==> config.mk <==
export PLATFORM = sky130hd
export DESIGN_NAME = infix_expression_evaluator_top
export DESIGN_NICKNAME = d
export VERILOG_FILES = /design/src/rtl/core/iee_pkg.sv /design/src/rtl/core/iee_fifo.sv /design/src/rtl/core/iee_front.sv /design/src/rtl/core/iee_muldiv.sv /design/src/rtl/core/iee_back.sv /design/src/rtl/core/infix_expression_evaluator_top.sv
export SDC_FILE = /design/constraint.sdc
export NUM_CORES = 1
export LEC_CHECK = 0
export ABC_AREA = 0
export BUFFER_PORTS_ARGS = -buffer_cell sky130_fd_sc_hd__buf_2
export CAP_MARGIN = 20
export CORE_MARGIN = 5
export CORE_UTILIZATION = 38
export CTS_BUF_LIST = sky130_fd_sc_hd__clkbuf_2 sky130_fd_sc_hd__clkbuf_4 sky130_fd_sc_hd__clkbuf_8
export CTS_CLUSTER_DIAMETER = 100
export DETAILED_ROUTE_END_ITERATION = 16
export GPL_ROUTABILITY_DRIVEN = 0
export MAX_ROUTING_LAYER = met4
export PLACE_DENSITY_LB_ADDON = 0.15
export SYNTH_ARGS = -nofsm -noshare
export SYNTH_HDL_FRONTEND = slang
export SYNTH_HIERARCHICAL = 1
export SYNTH_SLANG_ARGS = --single-unit
==> constraint.sdc <==
create_clock -name clk -period 5.65 [get_ports clk]
set_clock_uncertainty 0.1 [all_clocks]
set_input_delay 0 -clock clk [delete_from_list [all_inputs] [get_ports clk]]
set_output_delay 0 -clock clk [all_outputs]
set_load 0.05 [all_outputs]
==> src/rtl/core/iee_pkg.sv <==
`default_nettype none
package iee_pkg;

  // Token classes produced by the front end
  typedef enum logic [2:0] {
    TK_NONE,
    TK_DIGIT,
    TK_MUL,
    TK_DIV,
    TK_ADD,
    TK_SUB
  } tok_kind_t;

  // One queue entry: class, digit value, end-of-expression mark
  typedef struct packed {
    tok_kind_t  kind;
    logic [3:0] digit;
    logic       last;
  } tok_t;

  // Multiplicative operator waiting for its right operand
  typedef enum logic [1:0] {
    OP_NONE,
    OP_MUL,
    OP_DIV
  } mul_op_t;

  // Status codes
  localparam logic [1:0] ST_OK   = 2'd0;
  localparam logic [1:0] ST_DIV0 = 2'd1;
  localparam logic [1:0] ST_OVF  = 2'd2;

  // ASCII codes
  localparam logic [7:0] CH_ZERO  = 8'h30;
  localparam logic [7:0] CH_NINE  = 8'h39;
  localparam logic [7:0] CH_PLUS  = 8'h2B;
  localparam logic [7:0] CH_MINUS = 8'h2D;
  localparam logic [7:0] CH_TIMES = 8'h78;
  localparam logic [7:0] CH_SLASH = 8'h2F;

  // Token queue
  localparam int unsigned QDEPTH = 4;
  localparam int unsigned QPTR_W = 2;

  // Back-end sequencer
  typedef enum logic [2:0] {
    BK_IDLE,
    BK_DECODE,
    BK_CHKLAST,
    BK_OPND,
    BK_MDWAIT,
    BK_AFTER,
    BK_TERM,
    BK_EMIT
  } bk_state_t;

  // Multiply/divide unit
  typedef enum logic [1:0] {
    MD_IDLE,
    MD_RUN,
    MD_DONE
  } md_state_t;

  typedef struct packed {
    logic start;
    logic is_div;
  } md_req_t;

  typedef struct packed {
    logic       done;
    logic [1:0] err;
  } md_rsp_t;

endpackage
`default_nettype wire

==> src/rtl/core/iee_fifo.sv <==
`default_nettype none
module iee_fifo (
  input  wire            clk,
  input  wire            rst_n,
  input  wire            push,
  input  iee_pkg::tok_t  push_tok,
  output logic           full,
  input  wire            pop,
  output logic           valid,
  output iee_pkg::tok_t  head_tok
);

  iee_pkg::tok_t                  mem_r [iee_pkg::QDEPTH];
  logic [iee_pkg::QPTR_W-1:0]     wr_ptr_r;
  logic [iee_pkg::QPTR_W-1:0]     rd_ptr_r;
  logic [iee_pkg::QPTR_W:0]       cnt_r;

  assign full     = (cnt_r == (iee_pkg::QPTR_W + 1)'(iee_pkg::QDEPTH));
  assign valid    = (cnt_r != '0);
  assign head_tok = mem_r[rd_ptr_r];

  // Storage
  always_ff @(posedge clk) begin
    if (push && !full) begin
      mem_r[wr_ptr_r] <= push_tok;
    end
  end

  // Pointers and fill count
  always_ff @(posedge clk) begin
    if (!rst_n) begin
      wr_ptr_r <= '0;
      rd_ptr_r <= '0;
      cnt_r    <= '0;
    end else begin
      if (push && !full) begin
        wr_ptr_r <= wr_ptr_r + 1'b1;
      end
      if (pop && valid) begin
        rd_ptr_r <= rd_ptr_r + 1'b1;
      end
      unique case ({push && !full, pop && valid})
        2'b10:   cnt_r <= cnt_r + 1'b1;
        2'b01:   cnt_r <= cnt_r - 1'b1;
        default: cnt_r <= cnt_r;
      endcase
    end
  end

endmodule
`default_nettype wire

==> src/rtl/core/iee_front.sv <==
`default_nettype none
module iee_front (
  input  wire            in_tvalid,
  output logic           in_tready,
  input  wire [7:0]      in_tdata,   // [7:0] char_code
  input  wire            in_tlast,   // last_char
  input  wire            q_full,
  output logic           q_push,
  output iee_pkg::tok_t  q_tok
);

  // Classify the character
  always_comb begin
    q_tok.kind  = iee_pkg::TK_NONE;
    q_tok.digit = in_tdata[3:0];
    q_tok.last  = in_tlast;
    if (in_tdata >= iee_pkg::CH_ZERO && in_tdata <= iee_pkg::CH_NINE) begin
      q_tok.kind = iee_pkg::TK_DIGIT;
    end else begin
      unique case (in_tdata)
        iee_pkg::CH_TIMES: q_tok.kind = iee_pkg::TK_MUL;
        iee_pkg::CH_SLASH: q_tok.kind = iee_pkg::TK_DIV;
        iee_pkg::CH_PLUS:  q_tok.kind = iee_pkg::TK_ADD;
        iee_pkg::CH_MINUS: q_tok.kind = iee_pkg::TK_SUB;
        default:           q_tok.kind = iee_pkg::TK_NONE;
      endcase
    end
  end

  // Ignored characters are dropped unless they end the expression
  assign in_tready = !q_full;
  assign q_push    = in_tvalid && !q_full &&
                     ((q_tok.kind != iee_pkg::TK_NONE) || in_tlast);

endmodule
`default_nettype wire

==> src/rtl/core/iee_muldiv.sv <==
`default_nettype none
module iee_muldiv #(
  parameter int unsigned W = 32
) (
  input  wire                    clk,
  input  wire                    rst_n,
  input  iee_pkg::md_req_t       req,
  input  wire signed [W-1:0]     op_a,
  input  wire signed [W-1:0]     op_b,
  output iee_pkg::md_rsp_t       rsp,
  output logic signed [W-1:0]    result
);

  localparam int unsigned CW = $clog2(W);

  iee_pkg::md_state_t state_r, state_nxt;
  logic [W-1:0]  opd_r;    // multiplicand or divisor magnitude
  logic [W-1:0]  sh_r;     // multiplier bits, or dividend bits then quotient
  logic [W:0]    acc_r;    // partial product or remainder
  logic [CW-1:0] cnt_r;
  logic          neg_r;
  logic          is_div_r;
  logic          ovf_r;
  logic          dz_r;

  logic [W-1:0]  a_mag, b_mag;
  logic [W:0]    lim;
  logic [W:0]    mul_sum;
  logic [W:0]    div_r2;
  logic          div_ge;
  logic [W-1:0]  mag;
  logic          ovf_fin;

  // Operand magnitudes
  assign a_mag = op_a[W-1] ? (W)'(-op_a) : op_a;
  assign b_mag = op_b[W-1] ? (W)'(-op_b) : op_b;

  // Largest product magnitude for the result sign
  assign lim = neg_r ? {2'b01, {(W-1){1'b0}}} : {2'b00, {(W-1){1'b1}}};

  // One shift-add or one restoring-divide step
  assign mul_sum = {acc_r[W-1:0], 1'b0} + {1'b0, (sh_r[W-1] ? opd_r : {W{1'b0}})};
  assign div_r2  = {acc_r[W-1:0], sh_r[W-1]};
  assign div_ge  = (div_r2 >= {1'b0, opd_r});

  // Final magnitude and overflow
  assign mag     = is_div_r ? sh_r : acc_r[W-1:0];
  assign ovf_fin = is_div_r ? (!neg_r && sh_r[W-1]) : ovf_r;

  // Next state
  always_comb begin
    state_nxt = state_r;
    unique case (state_r)
      iee_pkg::MD_IDLE: begin
        if (req.start) begin
          state_nxt = (req.is_div && (op_b == '0)) ? iee_pkg::MD_DONE : iee_pkg::MD_RUN;
        end
      end
      iee_pkg::MD_RUN: begin
        if (cnt_r == CW'(W - 1)) begin
          state_nxt = iee_pkg::MD_DONE;
        end
      end
      iee_pkg::MD_DONE: state_nxt = iee_pkg::MD_IDLE;
      default:          state_nxt = iee_pkg::MD_IDLE;
    endcase
  end

  // Outputs
  always_comb begin
    rsp.done = 1'b0;
    rsp.err  = iee_pkg::ST_OK;
    result   = '0;
    if (state_r == iee_pkg::MD_DONE) begin
      rsp.done = 1'b1;
      if (dz_r) begin
        rsp.err = iee_pkg::ST_DIV0;
      end else if (ovf_fin) begin
        rsp.err = iee_pkg::ST_OVF;
      end else begin
        result = neg_r ? $signed(-mag) : $signed(mag);
      end
    end
  end

  // Control registers
  always_ff @(posedge clk) begin
    if (!rst_n) begin
      state_r <= iee_pkg::MD_IDLE;
    end else begin
      state_r <= state_nxt;
    end
  end

  // Datapath
  always_ff @(posedge clk) begin
    unique case (state_r)
      iee_pkg::MD_IDLE: begin
        if (req.start) begin
          is_div_r <= req.is_div;
          neg_r    <= op_a[W-1] ^ op_b[W-1];
          opd_r    <= req.is_div ? b_mag : a_mag;
          sh_r     <= req.is_div ? a_mag : b_mag;
          acc_r    <= '0;
          cnt_r    <= '0;
          ovf_r    <= 1'b0;
          dz_r     <= req.is_div && (op_b == '0);
        end
      end
      iee_pkg::MD_RUN: begin
        cnt_r <= cnt_r + 1'b1;
        if (is_div_r) begin
          acc_r <= div_ge ? (div_r2 - {1'b0, opd_r}) : div_r2;
          sh_r  <= {sh_r[W-2:0], div_ge};
        end else begin
          acc_r <= mul_sum;
          sh_r  <= {sh_r[W-2:0], 1'b0};
          if (mul_sum > lim) begin
            ovf_r <= 1'b1;
          end
        end
      end
      default: begin
      end
    endcase
  end

endmodule
`default_nettype wire

==> src/rtl/core/iee_back.sv <==
`default_nettype none
module iee_back #(
  parameter int unsigned W = 32
) (
  input  wire                    clk,
  input  wire                    rst_n,
  input  wire                    q_valid,
  input  iee_pkg::tok_t          q_tok,
  output logic                   q_pop,
  output iee_pkg::md_req_t       md_req,
  output logic signed [W-1:0]    md_a,
  output logic signed [W-1:0]    md_b,
  input  iee_pkg::md_rsp_t       md_rsp,
  input  wire signed [W-1:0]     md_result,
  output logic                   out_tvalid,
  input  wire                    out_tready,
  output logic [31:0]            out_value,
  output logic [1:0]             out_status
);

  iee_pkg::bk_state_t state_r, state_nxt;
  iee_pkg::tok_t      tok_r;
  iee_pkg::mul_op_t   pend_r;
  logic signed [W-1:0] sum_r;
  logic signed [W-1:0] term_r;
  logic signed [W-1:0] acc_r;
  logic               sub_r;
  logic [1:0]         err_r;
  logic               out_valid_r;
  logic [31:0]        out_value_r;
  logic [1:0]         out_status_r;

  logic [W+3:0]       acc10;
  logic               dig_ovf;
  logic [W:0]         ext_s, ext_t, sum_w;
  logic               as_ovf;
  logic               emit_ok;

  // Operand digit: acc*10 + d, checked against the signed maximum
  assign acc10   = ({4'b0, acc_r} << 3) + ({4'b0, acc_r} << 1) + (W + 4)'(tok_r.digit);
  assign dig_ovf = acc10 > {5'b0, {(W-1){1'b1}}};

  // Term into running sum
  assign ext_s  = {sum_r[W-1], sum_r};
  assign ext_t  = {term_r[W-1], term_r};
  assign sum_w  = sub_r ? (ext_s - ext_t) : (ext_s + ext_t);
  assign as_ovf = sum_w[W] ^ sum_w[W-1];

  assign emit_ok = !out_valid_r || out_tready;

  assign md_a       = term_r;
  assign md_b       = acc_r;
  assign out_tvalid = out_valid_r;
  assign out_value  = out_value_r;
  assign out_status = out_status_r;

  // Next state
  always_comb begin
    state_nxt = state_r;
    unique case (state_r)
      iee_pkg::BK_IDLE: begin
        if (q_valid) state_nxt = iee_pkg::BK_DECODE;
      end
      iee_pkg::BK_DECODE: begin
        if (err_r != iee_pkg::ST_OK || tok_r.kind == iee_pkg::TK_DIGIT ||
            tok_r.kind == iee_pkg::TK_NONE) begin
          state_nxt = iee_pkg::BK_CHKLAST;
        end else begin
          state_nxt = iee_pkg::BK_OPND;
        end
      end
      iee_pkg::BK_CHKLAST: begin
        if (!tok_r.last) begin
          state_nxt = iee_pkg::BK_IDLE;
        end else if (err_r != iee_pkg::ST_OK) begin
          state_nxt = iee_pkg::BK_EMIT;
        end else begin
          state_nxt = iee_pkg::BK_OPND;
        end
      end
      iee_pkg::BK_OPND: begin
        state_nxt = (pend_r == iee_pkg::OP_NONE) ? iee_pkg::BK_AFTER : iee_pkg::BK_MDWAIT;
      end
      iee_pkg::BK_MDWAIT: begin
        if (md_rsp.done) state_nxt = iee_pkg::BK_AFTER;
      end
      iee_pkg::BK_AFTER: begin
        if (tok_r.kind == iee_pkg::TK_MUL || tok_r.kind == iee_pkg::TK_DIV) begin
          state_nxt = iee_pkg::BK_CHKLAST;
        end else begin
          state_nxt = iee_pkg::BK_TERM;
        end
      end
      iee_pkg::BK_TERM: begin
        if (tok_r.kind == iee_pkg::TK_ADD || tok_r.kind == iee_pkg::TK_SUB) begin
          state_nxt = iee_pkg::BK_CHKLAST;
        end else begin
          state_nxt = iee_pkg::BK_EMIT;
        end
      end
      iee_pkg::BK_EMIT: begin
        if (emit_ok) state_nxt = iee_pkg::BK_IDLE;
      end
      default: state_nxt = iee_pkg::BK_IDLE;
    endcase
  end

  // Outputs to queue and multiply/divide unit
  always_comb begin
    q_pop         = 1'b0;
    md_req.start  = 1'b0;
    md_req.is_div = (pend_r == iee_pkg::OP_DIV);
    unique case (state_r)
      iee_pkg::BK_IDLE: q_pop        = q_valid;
      iee_pkg::BK_OPND: md_req.start = (pend_r != iee_pkg::OP_NONE);
      default: begin
      end
    endcase
  end

  // Sequencer and expression state
  always_ff @(posedge clk) begin
    if (!rst_n) begin
      state_r     <= iee_pkg::BK_IDLE;
      pend_r      <= iee_pkg::OP_NONE;
      sum_r       <= '0;
      term_r      <= '0;
      acc_r       <= '0;
      sub_r       <= 1'b0;
      err_r       <= iee_pkg::ST_OK;
      out_valid_r <= 1'b0;
    end else begin
      state_r <= state_nxt;
      // Result valid: set on a result load, cleared when taken
      if (state_r == iee_pkg::BK_EMIT && emit_ok) begin
        out_valid_r <= 1'b1;
      end else if (out_tready) begin
        out_valid_r <= 1'b0;
      end
      unique case (state_r)
        iee_pkg::BK_IDLE: begin
          if (q_valid) tok_r <= q_tok;
        end
        iee_pkg::BK_DECODE: begin
          if (err_r == iee_pkg::ST_OK && tok_r.kind == iee_pkg::TK_DIGIT) begin
            if (dig_ovf) begin
              err_r <= iee_pkg::ST_OVF;
            end else begin
              acc_r <= acc10[W-1:0];
            end
          end
        end
        iee_pkg::BK_CHKLAST: begin
          // from here on the token only drives the final fold
          tok_r.kind <= iee_pkg::TK_NONE;
        end
        iee_pkg::BK_OPND: begin
          if (pend_r == iee_pkg::OP_NONE) begin
            term_r <= acc_r;
            acc_r  <= '0;
          end
        end
        iee_pkg::BK_MDWAIT: begin
          if (md_rsp.done) begin
            term_r <= md_result;
            acc_r  <= '0;
            if (err_r == iee_pkg::ST_OK) err_r <= md_rsp.err;
          end
        end
        iee_pkg::BK_AFTER: begin
          if (tok_r.kind == iee_pkg::TK_MUL) pend_r <= iee_pkg::OP_MUL;
          if (tok_r.kind == iee_pkg::TK_DIV) pend_r <= iee_pkg::OP_DIV;
        end
        iee_pkg::BK_TERM: begin
          if (as_ovf) begin
            sum_r <= '0;
            if (err_r == iee_pkg::ST_OK) err_r <= iee_pkg::ST_OVF;
          end else begin
            sum_r <= $signed(sum_w[W-1:0]);
          end
          term_r <= '0;
          pend_r <= iee_pkg::OP_NONE;
          if (tok_r.kind == iee_pkg::TK_ADD || tok_r.kind == iee_pkg::TK_SUB) begin
            sub_r <= (tok_r.kind == iee_pkg::TK_SUB);
          end
        end
        iee_pkg::BK_EMIT: begin
          if (emit_ok) begin
            out_value_r  <= (err_r == iee_pkg::ST_OK) ? 32'(sum_r) : 32'd0;
            out_status_r <= err_r;
            sum_r        <= '0;
            term_r       <= '0;
            acc_r        <= '0;
            pend_r       <= iee_pkg::OP_NONE;
            sub_r        <= 1'b0;
            err_r        <= iee_pkg::ST_OK;
          end
        end
        default: begin
        end
      endcase
    end
  end

  // A delivered result leaves a clean expression state behind
  a_emit_clears: assert property (@(posedge clk) disable iff (!rst_n)
    (state_r == iee_pkg::BK_EMIT && emit_ok) |=>
      (out_tvalid && sum_r == '0 && err_r == iee_pkg::ST_OK && pend_r == iee_pkg::OP_NONE))
    else $error("result load did not clear expression state");

  // First error sticks until the result goes out
  a_err_sticky: assert property (@(posedge clk) disable iff (!rst_n)
    (err_r != iee_pkg::ST_OK && state_r != iee_pkg::BK_EMIT) |=> (err_r == $past(err_r)))
    else $error("error code changed before result");

  // Operand accumulator never reaches the sign bit
  a_acc_range: assert property (@(posedge clk) disable iff (!rst_n) !acc_r[W-1])
    else $error("operand accumulator out of range");

  // The shared unit only starts with an operator pending
  a_md_start: assert property (@(posedge clk) disable iff (!rst_n)
    md_req.start |-> (pend_r != iee_pkg::OP_NONE && err_r == iee_pkg::ST_OK))
    else $error("multiply/divide started without pending operator");

endmodule
`default_nettype wire

==> src/rtl/core/infix_expression_evaluator_top.sv <==
`default_nettype none
// Channel   Direction  Payload
// in_*      slave      tdata[7:0] char_code, tlast last_char
// out_*     master     tdata[31:0] value, tdata[33:32] status, tdata[39:34] zero
//
// A digit passes the back-end decode and last-check states; other characters are dropped
// at the input unless marked last. '+'/'-' also closes the term and folds it into the sum;
// a last digit does the fold and the result load. With a multiply or divide pending, an
// operator first waits on the shift-add / restoring-divide unit, which works 1 bit/cycle.
// A 4-entry token queue and the result register let input flow while the back end
// computes or a result waits; synchronous active-low reset, no clearing pass.
module infix_expression_evaluator_top #(
  parameter int unsigned VALUE_WIDTH = 32
) (
  input  wire         clk,
  input  wire         rst_n,
  input  wire         in_tvalid,
  output logic        in_tready,
  input  wire [7:0]   in_tdata,    // [7:0] char_code
  input  wire         in_tlast,    // last_char
  output logic        out_tvalid,
  input  wire         out_tready,
  output logic [39:0] out_tdata    // [31:0] value, [33:32] status, [39:34] zero
);

  iee_pkg::tok_t            push_tok, head_tok;
  logic                     q_push, q_full, q_valid, q_pop;
  iee_pkg::md_req_t         md_req;
  iee_pkg::md_rsp_t         md_rsp;
  logic signed [VALUE_WIDTH-1:0] md_a, md_b, md_result;
  logic [31:0]              out_value;
  logic [1:0]               out_status;

  iee_front u_front (
    .in_tvalid (in_tvalid),
    .in_tready (in_tready),
    .in_tdata  (in_tdata),
    .in_tlast  (in_tlast),
    .q_full    (q_full),
    .q_push    (q_push),
    .q_tok     (push_tok)
  );

  iee_fifo u_fifo (
    .clk      (clk),
    .rst_n    (rst_n),
    .push     (q_push),
    .push_tok (push_tok),
    .full     (q_full),
    .pop      (q_pop),
    .valid    (q_valid),
    .head_tok (head_tok)
  );

  iee_muldiv #(.W(VALUE_WIDTH)) u_muldiv (
    .clk    (clk),
    .rst_n  (rst_n),
    .req    (md_req),
    .op_a   (md_a),
    .op_b   (md_b),
    .rsp    (md_rsp),
    .result (md_result)
  );

  iee_back #(.W(VALUE_WIDTH)) u_back (
    .clk        (clk),
    .rst_n      (rst_n),
    .q_valid    (q_valid),
    .q_tok      (head_tok),
    .q_pop      (q_pop),
    .md_req     (md_req),
    .md_a       (md_a),
    .md_b       (md_b),
    .md_rsp     (md_rsp),
    .md_result  (md_result),
    .out_tvalid (out_tvalid),
    .out_tready (out_tready),
    .out_value  (out_value),
    .out_status (out_status)
  );

  // Pack result fields
  assign out_tdata = {6'b0, out_status, out_value};

endmodule
`default_nettype wire
# After elaboration in Yosys (flattened, before gate mapping)
# Memory sizes are Yosys's and may differ from the RTL's. A register that Yosys moved wholly into a read port is not among the register bits.
# Index checks and enable logic that the tools add are counted.
# word_totals
output_inout_bits,42
register_bits,261
n_memories,1
mem_bits_rw,32
inputBits,13
wordCells,218
# classes
order_cmp,5
reduce_logical,51
bitwise,2
add_sub_neg,14
n_mux,81
n_eq_ne,39
# memory_table
name,words,word_bits,read_ports,rd_ports_with_merged_regs,wr,line_no,source
u_fifo.mem_r,4,8,1,1,1,iee_fifo.sv:13,iee_pkg::tok_t mem_r [iee_pkg::QDEPTH];
# op_table
cell,count
32-bit 2-to-1 mux,23
32-bit one-hot mux with 4 select lines,2
32-bit one-hot mux with 2 select lines,3
32-bit negation,3
35-bit by 33-bit adder with 36-bit output,1
36-bit by 4-bit adder with 36-bit output,1
36-bit by 31-bit > comparator with 1-bit output (second input constant),1
32-bit by 32-bit adder with 33-bit output,1
33-bit by 32-bit adder with 33-bit output,1
33-bit by 32-bit >= comparator with 1-bit output,1
33-bit by 32-bit > comparator with 1-bit output,1
33-bit 2-to-1 mux,1
32-bit by 32-bit subtractor with 33-bit output,1
32-bit logical NOT,1
2-bit 2-to-1 mux,16
32-bit subtractor,1
3-bit 2-to-1 mux,9
8-bit by 6-bit == test with 1-bit output (second input constant),3
3-bit one-hot mux with 8 select lines,1
2-bit by 1-bit inequality test with 1-bit output (second input constant),11
3-bit == test (second input constant),7
3-bit AND reduction,6
1-bit 2-to-1 mux,15
2-bit nonzero test,7
other kinds (35),75

# Longest topological paths before layout
# Gate-level depths: netlist of run 1.
# depth
word_depth,9
ltp_mapped,26
mapped_depth_nobuf,26

# Cells and area by module
# The synthesis of run 1 kept the hierarchy.
# by_module_without_submodules
module,seq_area_each_um2,cells_per_inst,area_each_um2,n_inst
iee_muldiv,3193.1,1448,11930.2,1
iee_back,3363.2,1115,10039.6,1
iee_fifo,1141.1,94,1661.6,1
iee_front,0.0,19,146.4,1
infix_expression_evaluator_top,0.0,7,48.8,1

# Least setup slack after synthesis of run 1
# OpenSTA, ideal clock, no wires.
# synth_timing
path_kind,register to register
from,register u_back.term_r[2] (netlist: u_back/md_a[2])
to,register u_back.sum_r[18]
setup_ps,59
required_time_ps,5491
n_path_buf,1
t_arrival_ps,5306
period_less_slack_ps,5465
slack_ps,185
stages_incl_launch_ff,27
cell_sequence,dfxtp_1 -> or3_1 -> or3_1 -> nor3_1 -> and2_1 -> nand2b_1 -> nor2_1 -> a21oi_1 -> xnor2_1 -> ha_1 -> nand3_1 -> o32a_1 -> o21ai_0 -> o21a_1 -> or4_1 -> a21oi_1 -> o311a_1 -> o21bai_1 -> a21oi_1 -> xnor2_1 -> ha_1 -> nor2_1 -> nand2_1 -> clkbuf_1 -> nor3b_1 -> mux2i_1 -> nand2_1
# synth_via
elab_chain_cells,5
word_cells_on_any_way,6
classes_between,2 x add/sub; 3 x mux; 1 x bitwise
# synth_lines
element,line_no,source
"start, declared",iee_back.sv:25,logic signed [W-1:0] term_r;
"start signal, assigned",iee_back.sv:159,term_r <= acc_r;
"start signal, assigned",iee_back.sv:165,term_r <= md_result;
32-bit by 32-bit adder with 33-bit output / 32-bit by 32-bit subtractor with 33-bit output (equally long branches),iee_back.sv:46,assign sum_w = sub_r ? (ext_s - ext_t) : (ext_s + ext_t);
33-bit 2-to-1 mux (*),iee_back.sv:46,
1-bit bitwise XOR,iee_back.sv:47,assign as_ovf = sum_w[W] ^ sum_w[W-1];
32-bit 2-to-1 mux (*),iee_back.sv:175,if (as_ovf) begin
32-bit one-hot mux with 2 select lines (*),iee_back.sv:140,unique case (state_r)
"end signal, assigned",iee_back.sv:179,sum_r <= $signed(sum_w[W-1:0]);
"end, declared",iee_back.sv:24,logic signed [W-1:0] sum_r;
# Mark *: on every way between the ends. The rest lies on a longest branch, timed or not.
# A chain may end at the register's enable or synchronous reset.

# Final worst setup path of run 1
# layout_timing
from,register u_back.term_r[2] (netlist: u_back/md_a[2])
to,register u_back.sum_r[3]
# Same word-level chain as after synthesis.

==> out/summary.txt, run 1 <==
boundary pin count = 55
critical path, cell by cell = or3_4 > or3_4 > nor3_4 > and2_4 > nand2b_1 > nor2_2 > a21oi_1 > xnor2_1 > ha_1 > nand3_2 > o32a_1 > o21ai_1 > o21a_1 > or4_4 > a21oi_4 > o311a_1 > o21bai_1 > a21oi_2 > xnor2_1 > ha_2 > or3_1 > a211oi_1 > a21oi_1 > nor2b_1
total gr overflow = 0
post-DP HPWL = 51800 um
Initial DRT Pass Iterations = 7
sequential area share after synthesis = 0.323
data required time of the worst path = 6120 ps
yosys warns = 6
share of layout cells above drive strength 1 = 0.109
# fillers = 6277
# setup viols final = 0
asr flop ratio synth = 0
initial core utilization = 0.385
Synth cell types = 97
DIE HEIGHT = 260 um
setup TNS = 0 ps
top-count cell post-synth = nor2_1
minimum clock period = 5410 ps
DRC viols = 0
die area = 67800 um^2
arrival time of the worst setup path = 5870 ps
final hold slack = 57.1 ps
Hold Path Depth = 2
CTS H-Tree Depth = 2
Int Power = 0.00629 W
fin crit share = 0.957
final wirelength = 68000 um
outcome = complete, no violations
list of most frequent post-synthesis cells = 257 x nor2_1, 213 x nand2_1, 203 x ha_1
CTS buffer count = 56
Pins Over Slew Limit = 0
synth top area cells = edfxtp_1 23%, ha_1 11%, dfxtp_1 9.7%
pin count of the biggest net entering global routing = 126
IO Port Bufs = 48
worst-margin pin slew = 952 ps
min-delay worst type = in2reg
reg2reg start = u_back/md_a[2]
clk_lat worst skew = 650 ps
Core Region = 61900 um^2
CTS tree = done
via count = 20.4k
Comb pwr share = 0.558
Psw = 0.00471 W
die width = 260 um
number of synthesized flops with an enable pin = 179
area share of the largest cell type after synthesis = 0.226
Leak Pwr = 10.8 nW
max_slew headroom = 0.364
Total GRT Usage = 0.200
Sw Share = 0.428
#FFs+latches synth = 295
worst-path fanout max = 4
Area Overhead vs Synth = 11.0%
leading area contributor after synthesis = edfxtp_1
Final nets = 2963
Clk pwr share = 0.193
clock tree buffer depth = 3
min-delay src = in_tlast
reg2reg path depth = 24
drt via density = 5.62
row count = 91
Worst setup SP type = flip-flop
clk slew on worst S/H paths = 60 ps
Netlist Area Pre-Place = 23800 um^2
type of the worst setup path = reg2reg
first-pass GRT wire length = 108000 um
root buf cell = clkbuf_8
Sequential Power Share = 0.248
slowest cell delay on critical path = 480 ps
vias in the first global route = 19.9k
PD cells = 416 nW/um^2
Crit-path slowest cell = or3_1
Post-synth top flop = edfxtp_1
DR WL/cell = 18.7 um
Max rail drop VDD = 0.365 mV
Avg Inst Size Synth = 8.88 um^2
FMAX = 185 MHz
crit path launch = u_back/md_a[2]
synthesized instance count = 2683
Max-Cap Viols = 0
final hold violation count = 0
Iter 0 DRT Violations = 1477
critical path endpoint category = flip-flop
CTS Sinks = 295
Final ANT Viol Nets = 0
initial antenna violation count = 4
[stage by stage]
step                power [W]  setup slack, ps  utilization  instance area (um^2)  std cells
floorplan             0.00708              185            -                 23800       2688
global placement      0.00861             21.8        0.404                 25000       3503
detailed placement    0.00868            -72.4        0.405                 25100       3504
CTS                    0.0109             41.5        0.425                 26300       3624
global route           0.0118            -41.3        0.427                 26400       3627
finish                 0.0110              243        0.427                 26400       3627
[cell families (layout without fill, tap and decap cells)]
family,Yosys count,in the layout,share of synthesized area
other,1,7,0.000157
flip-flops,295,295,0.323
AND/OR/NAND/NOR,828,828,0.168
buffers and inverters,239,340,0.0437
AO/OA/AOI/OAI,773,773,0.218
multiplexers,108,108,0.0507
XOR/XNOR,230,230,0.0845
adder cells (fa/ha/maj),209,209,0.112
[power groups by stage]
| stage | sequential, W | combinational [W] | clock [W] |
|---|---|---|---|
| 6_report | 0.00273 | 0.00614 | 0.00212 |
| 5_1_grt | 0.00276 | 0.00676 | 0.00231 |
| 4_1_cts | 0.00273 | 0.00596 | 0.00221 |
| 3_5_place_dp | 0.00277 | 0.00590 | 0 |
| 3_3_place_gp | 0.00277 | 0.00584 | 0 |
| 2_1_floorplan | 0.00271 | 0.00437 | 0 |
[registers in the layout, summed over array words and instances, names as in the netlist, 2 cells and up, named ones only]
signal,flops
u_muldiv/opd_r,32
u_back/out_status,2
u_muldiv/sh_r,32
u_back/md_a,32
u_muldiv/acc_r,32
u_back/md_b,32
u_fifo/cnt_r,3
u_back/err_r,2
u_back/out_value,32
u_fifo/mem_r,32
u_back/sum_r,32
u_fifo/wr_ptr_r,2
u_muldiv/state_r,2
u_muldiv/cnt_r,5
u_back/pend_r,2
u_back/tok_r,8
u_back/state_r,3
u_fifo/rd_ptr_r,2
[per-layer routing]
layer / up-vias / global-route usage / wire length, um
met5: - / - / 0
met4: 0 / 0.0495 / 1430
met3: 98 / 0.0293 / 2990
met2: 470 / 0.327 / 32200
met1: 9842 / 0.264 / 31300
li1: 9990 / - / -
[critical path, delay by kind of cell, from the launching register on]
| family | cells | cell delay (ps) |
|---|---|---|
| AO/OA/AOI/OAI | 10 | 1430 |
| XOR/XNOR | 2 | 290 |
| adder cells (fa/ha/maj) | 2 | 700 |
| flip-flops | 1 | 320 |
| AND/OR/NAND/NOR | 10 | 2490 |
[final cells by class]
| class | count | area (um^2) | area share |
|---|---|---|---|
| Clock buffer | 79 | 962 | 0.0364 |
| Antenna cell | 1 | 2.50 | 0.0000947 |
| Multi-Input combinational cell | 2154 | 15200 | 0.576 |
| Tap cell | 837 | 1050 | 0.0396 |
| Clock inverter | 27 | 161 | 0.00611 |
| Inverter | 105 | 394 | 0.0149 |
| Timing Repair Buffer | 129 | 941 | 0.0356 |
| Sequential cell | 295 | 7700 | 0.291 |
[what timing repair did]
item                                    in CTS  in global routing
setup buffers                                0                  2
gates resized for setup                      2                 19
pin swaps                                    0                 10
endpoints found under the hold margin       80                  0
endpoints found under the setup margin       3                 33
hold buffers                                14                  0
gates cloned                                 0                  0
[path summary, 6_finish.rpt]
path | to | slack [ps]
worst max register to register | u_back/sum_r[3] | 240
worst min register to register | u_back/md_b[0] | 360
worst max-delay path | u_back/sum_r[3] | 240
worst min-delay path | u_fifo/mem_r[2][0] | 60
[placed cells by master, fill, tap and decap left out, types with 92 or more instances in the layout]
master,count
a21oi_1,194
dfxtp_1,116
edfxtp_1,179
ha_1,202
inv_1,104
nand2_1,213
nor2_1,254
o21ai_0,153
xnor2_1,138
xor2_1,92
(Power assumes the default switching activity.)
==> inputs of run 2 (changes only) <==
Settings changed: HOLD_SLACK_MARGIN from default to 0.1, REMOVE_ABC_BUFFERS from default to 1.
==> out/summary.txt, run 2 (same netlist as run 1, synthesis figures left out) <==
Post-Place Setup Slack = -24.6 ps
worst-margin pin slew = 1010 ps
reg2reg start = u_back/md_a[2]
min-delay src = out_tready
boundary pin count = 55
Iter 0 DRT Violations = 1443
via count = 20.3k
minimum clock period = 5360 ps
total gr overflow = 0
Core Util, Final = 0.429
CTS tree = done
DIE HEIGHT = 260 um
crit path launch = u_back/md_a[2]
vias in the first global route = 20.1k
CTS H-Tree Depth = 2
min-delay worst type = in2reg
Core Region = 61900 um^2
data required time of the worst path = 6090 ps
DP Area = 25000 um^2
FMAX = 187 MHz
critical path endpoint category = flip-flop
arrival time of the worst setup path = 5800 ps
clock tree buffer depth = 3
Pins Over Slew Limit = 0
max_slew headroom = 0.317
initial core utilization = 0.385
share of layout cells above drive strength 1 = 0.110
DRC viols = 0
Leak Pwr = 10.8 nW
clk_lat worst skew = 670 ps
IO Port Bufs = 48
Initial DRT Pass Iterations = 6
non-filler cells, final = 3632
Worst setup SP type = flip-flop
type of the worst setup path = reg2reg
post-DP HPWL = 52600 um
DR WL/cell = 19.1 um
worst-path fanout max = 8
Max rail drop VDD = 0.319 mV
Final ANT Viol Nets = 0
final worst slack = 289 ps
Area Overhead vs Synth = 11.5%
CTS Sinks = 295
commonest non-fill, non-tap cell in the layout = nor2_1
outcome = complete, no violations
root buf cell = clkbuf_8
final hold violation count = 0
final wirelength = 69500 um
fin area = 26600 um^2
Post-Place Cells = 3501
most frequent cells in the layout = 254 x nor2_1, 212 x nand2_1, 200 x ha_1
pin count of the biggest net entering global routing = 88
Final nets = 2967
clk slew on worst S/H paths = 60 ps
die width = 260 um
CTS buffer count = 56
Total GRT Usage = 0.206
row count = 91
initial antenna violation count = 1
die area = 67800 um^2
fin crit share = 0.949
first-pass GRT wire length = 111000 um
Max-Cap Viols = 0
drt via density = 5.59
PD cells = 423 nW/um^2
# setup viols final = 0
-- run 2: worst max-delay path, stage by stage, from the launching register on --
cell and delay, ps:
dfxtp_1 310, or3_4 390, nor3b_2 200, and2b_1 210
nand2_1 150, nor4_1 250, nor2_1 100, xnor2_1 140
ha_1 390, a21oi_1 230, o21a_1 170, o21ai_1 90
o21a_1 190, or4_4 430, a21oi_4 160, o311a_1 200
o21bai_1 100, a21oi_2 150, xnor2_1 140, ha_2 350
nor2_1 220, nand2_2 150, buf_6 220, o31ai_1 210
-- run 2: per-stage QoR --
| step | setup TNS (ps) | power, W | hold slack, ps |
|---|---|---|---|
| floorplan | -383 | 0.00700 | -1.13 |
| detailed placement | -24.6 | 0.00869 | 159 |
| global placement | 0 | 0.00865 | 151 |
| CTS | 0 | 0.0111 | 149 |
| global route | -10.6 | 0.0120 | 233 |
| finish | 0 | 0.0112 | 210 |
-- run 2: layer usage --
layer,global-route usage,wire [um],up-vias
met5,-,0,-
met4,0.0559,1790,0
met3,0.0253,3070,123
met2,0.342,32700,505
met1,0.268,31900,9708
li1,-,-,9970
-- run 2: timing repair --
item | in CTS | in global routing
setup endpoints to repair | 3 | 34
hold buffers | 20 | 0
pin swaps | 0 | 6
hold endpoints to repair | 82 | 0
resized for setup | 2 | 25
buffers inserted | 0 | 3
-- run 2: final cells by class --
| class | count | area (um^2) |
|---|---|---|
| flip-flops and latches | 295 | 7700 |
| clock inverters | 31 | 287 |
| multi-input cells | 2154 | 15300 |
| inverters | 105 | 394 |
| clock buffers | 75 | 938 |
| repair buffers | 133 | 945 |
| well taps | 837 | 1050 |
| diodes | 2 | 5.00 |
| fillers | 6197 | 35400 |
-- run 2: path summary, 6_finish.rpt --
kind	endpoint	slack [ps]	cells after the start
hold reg to reg	u_back/md_b[0]	360	1
hold / removal	u_back/state_r[1]	210	5
setup / recovery	u_back/sum_r[30]	290	23
setup reg to reg	u_back/sum_r[30]	290	23
-- run 2: power by group --
| part | internal [W] | leakage, nW | switching [W] |
|---|---|---|---|
| Combinational | 0.00260 | 7.67 | 0.00360 |
| Clock | 0.00132 | 0.642 | 0.000983 |
| Sequential | 0.00248 | 2.49 | 0.000265 |
| Total | 0.00640 | 10.8 | 0.00485 |
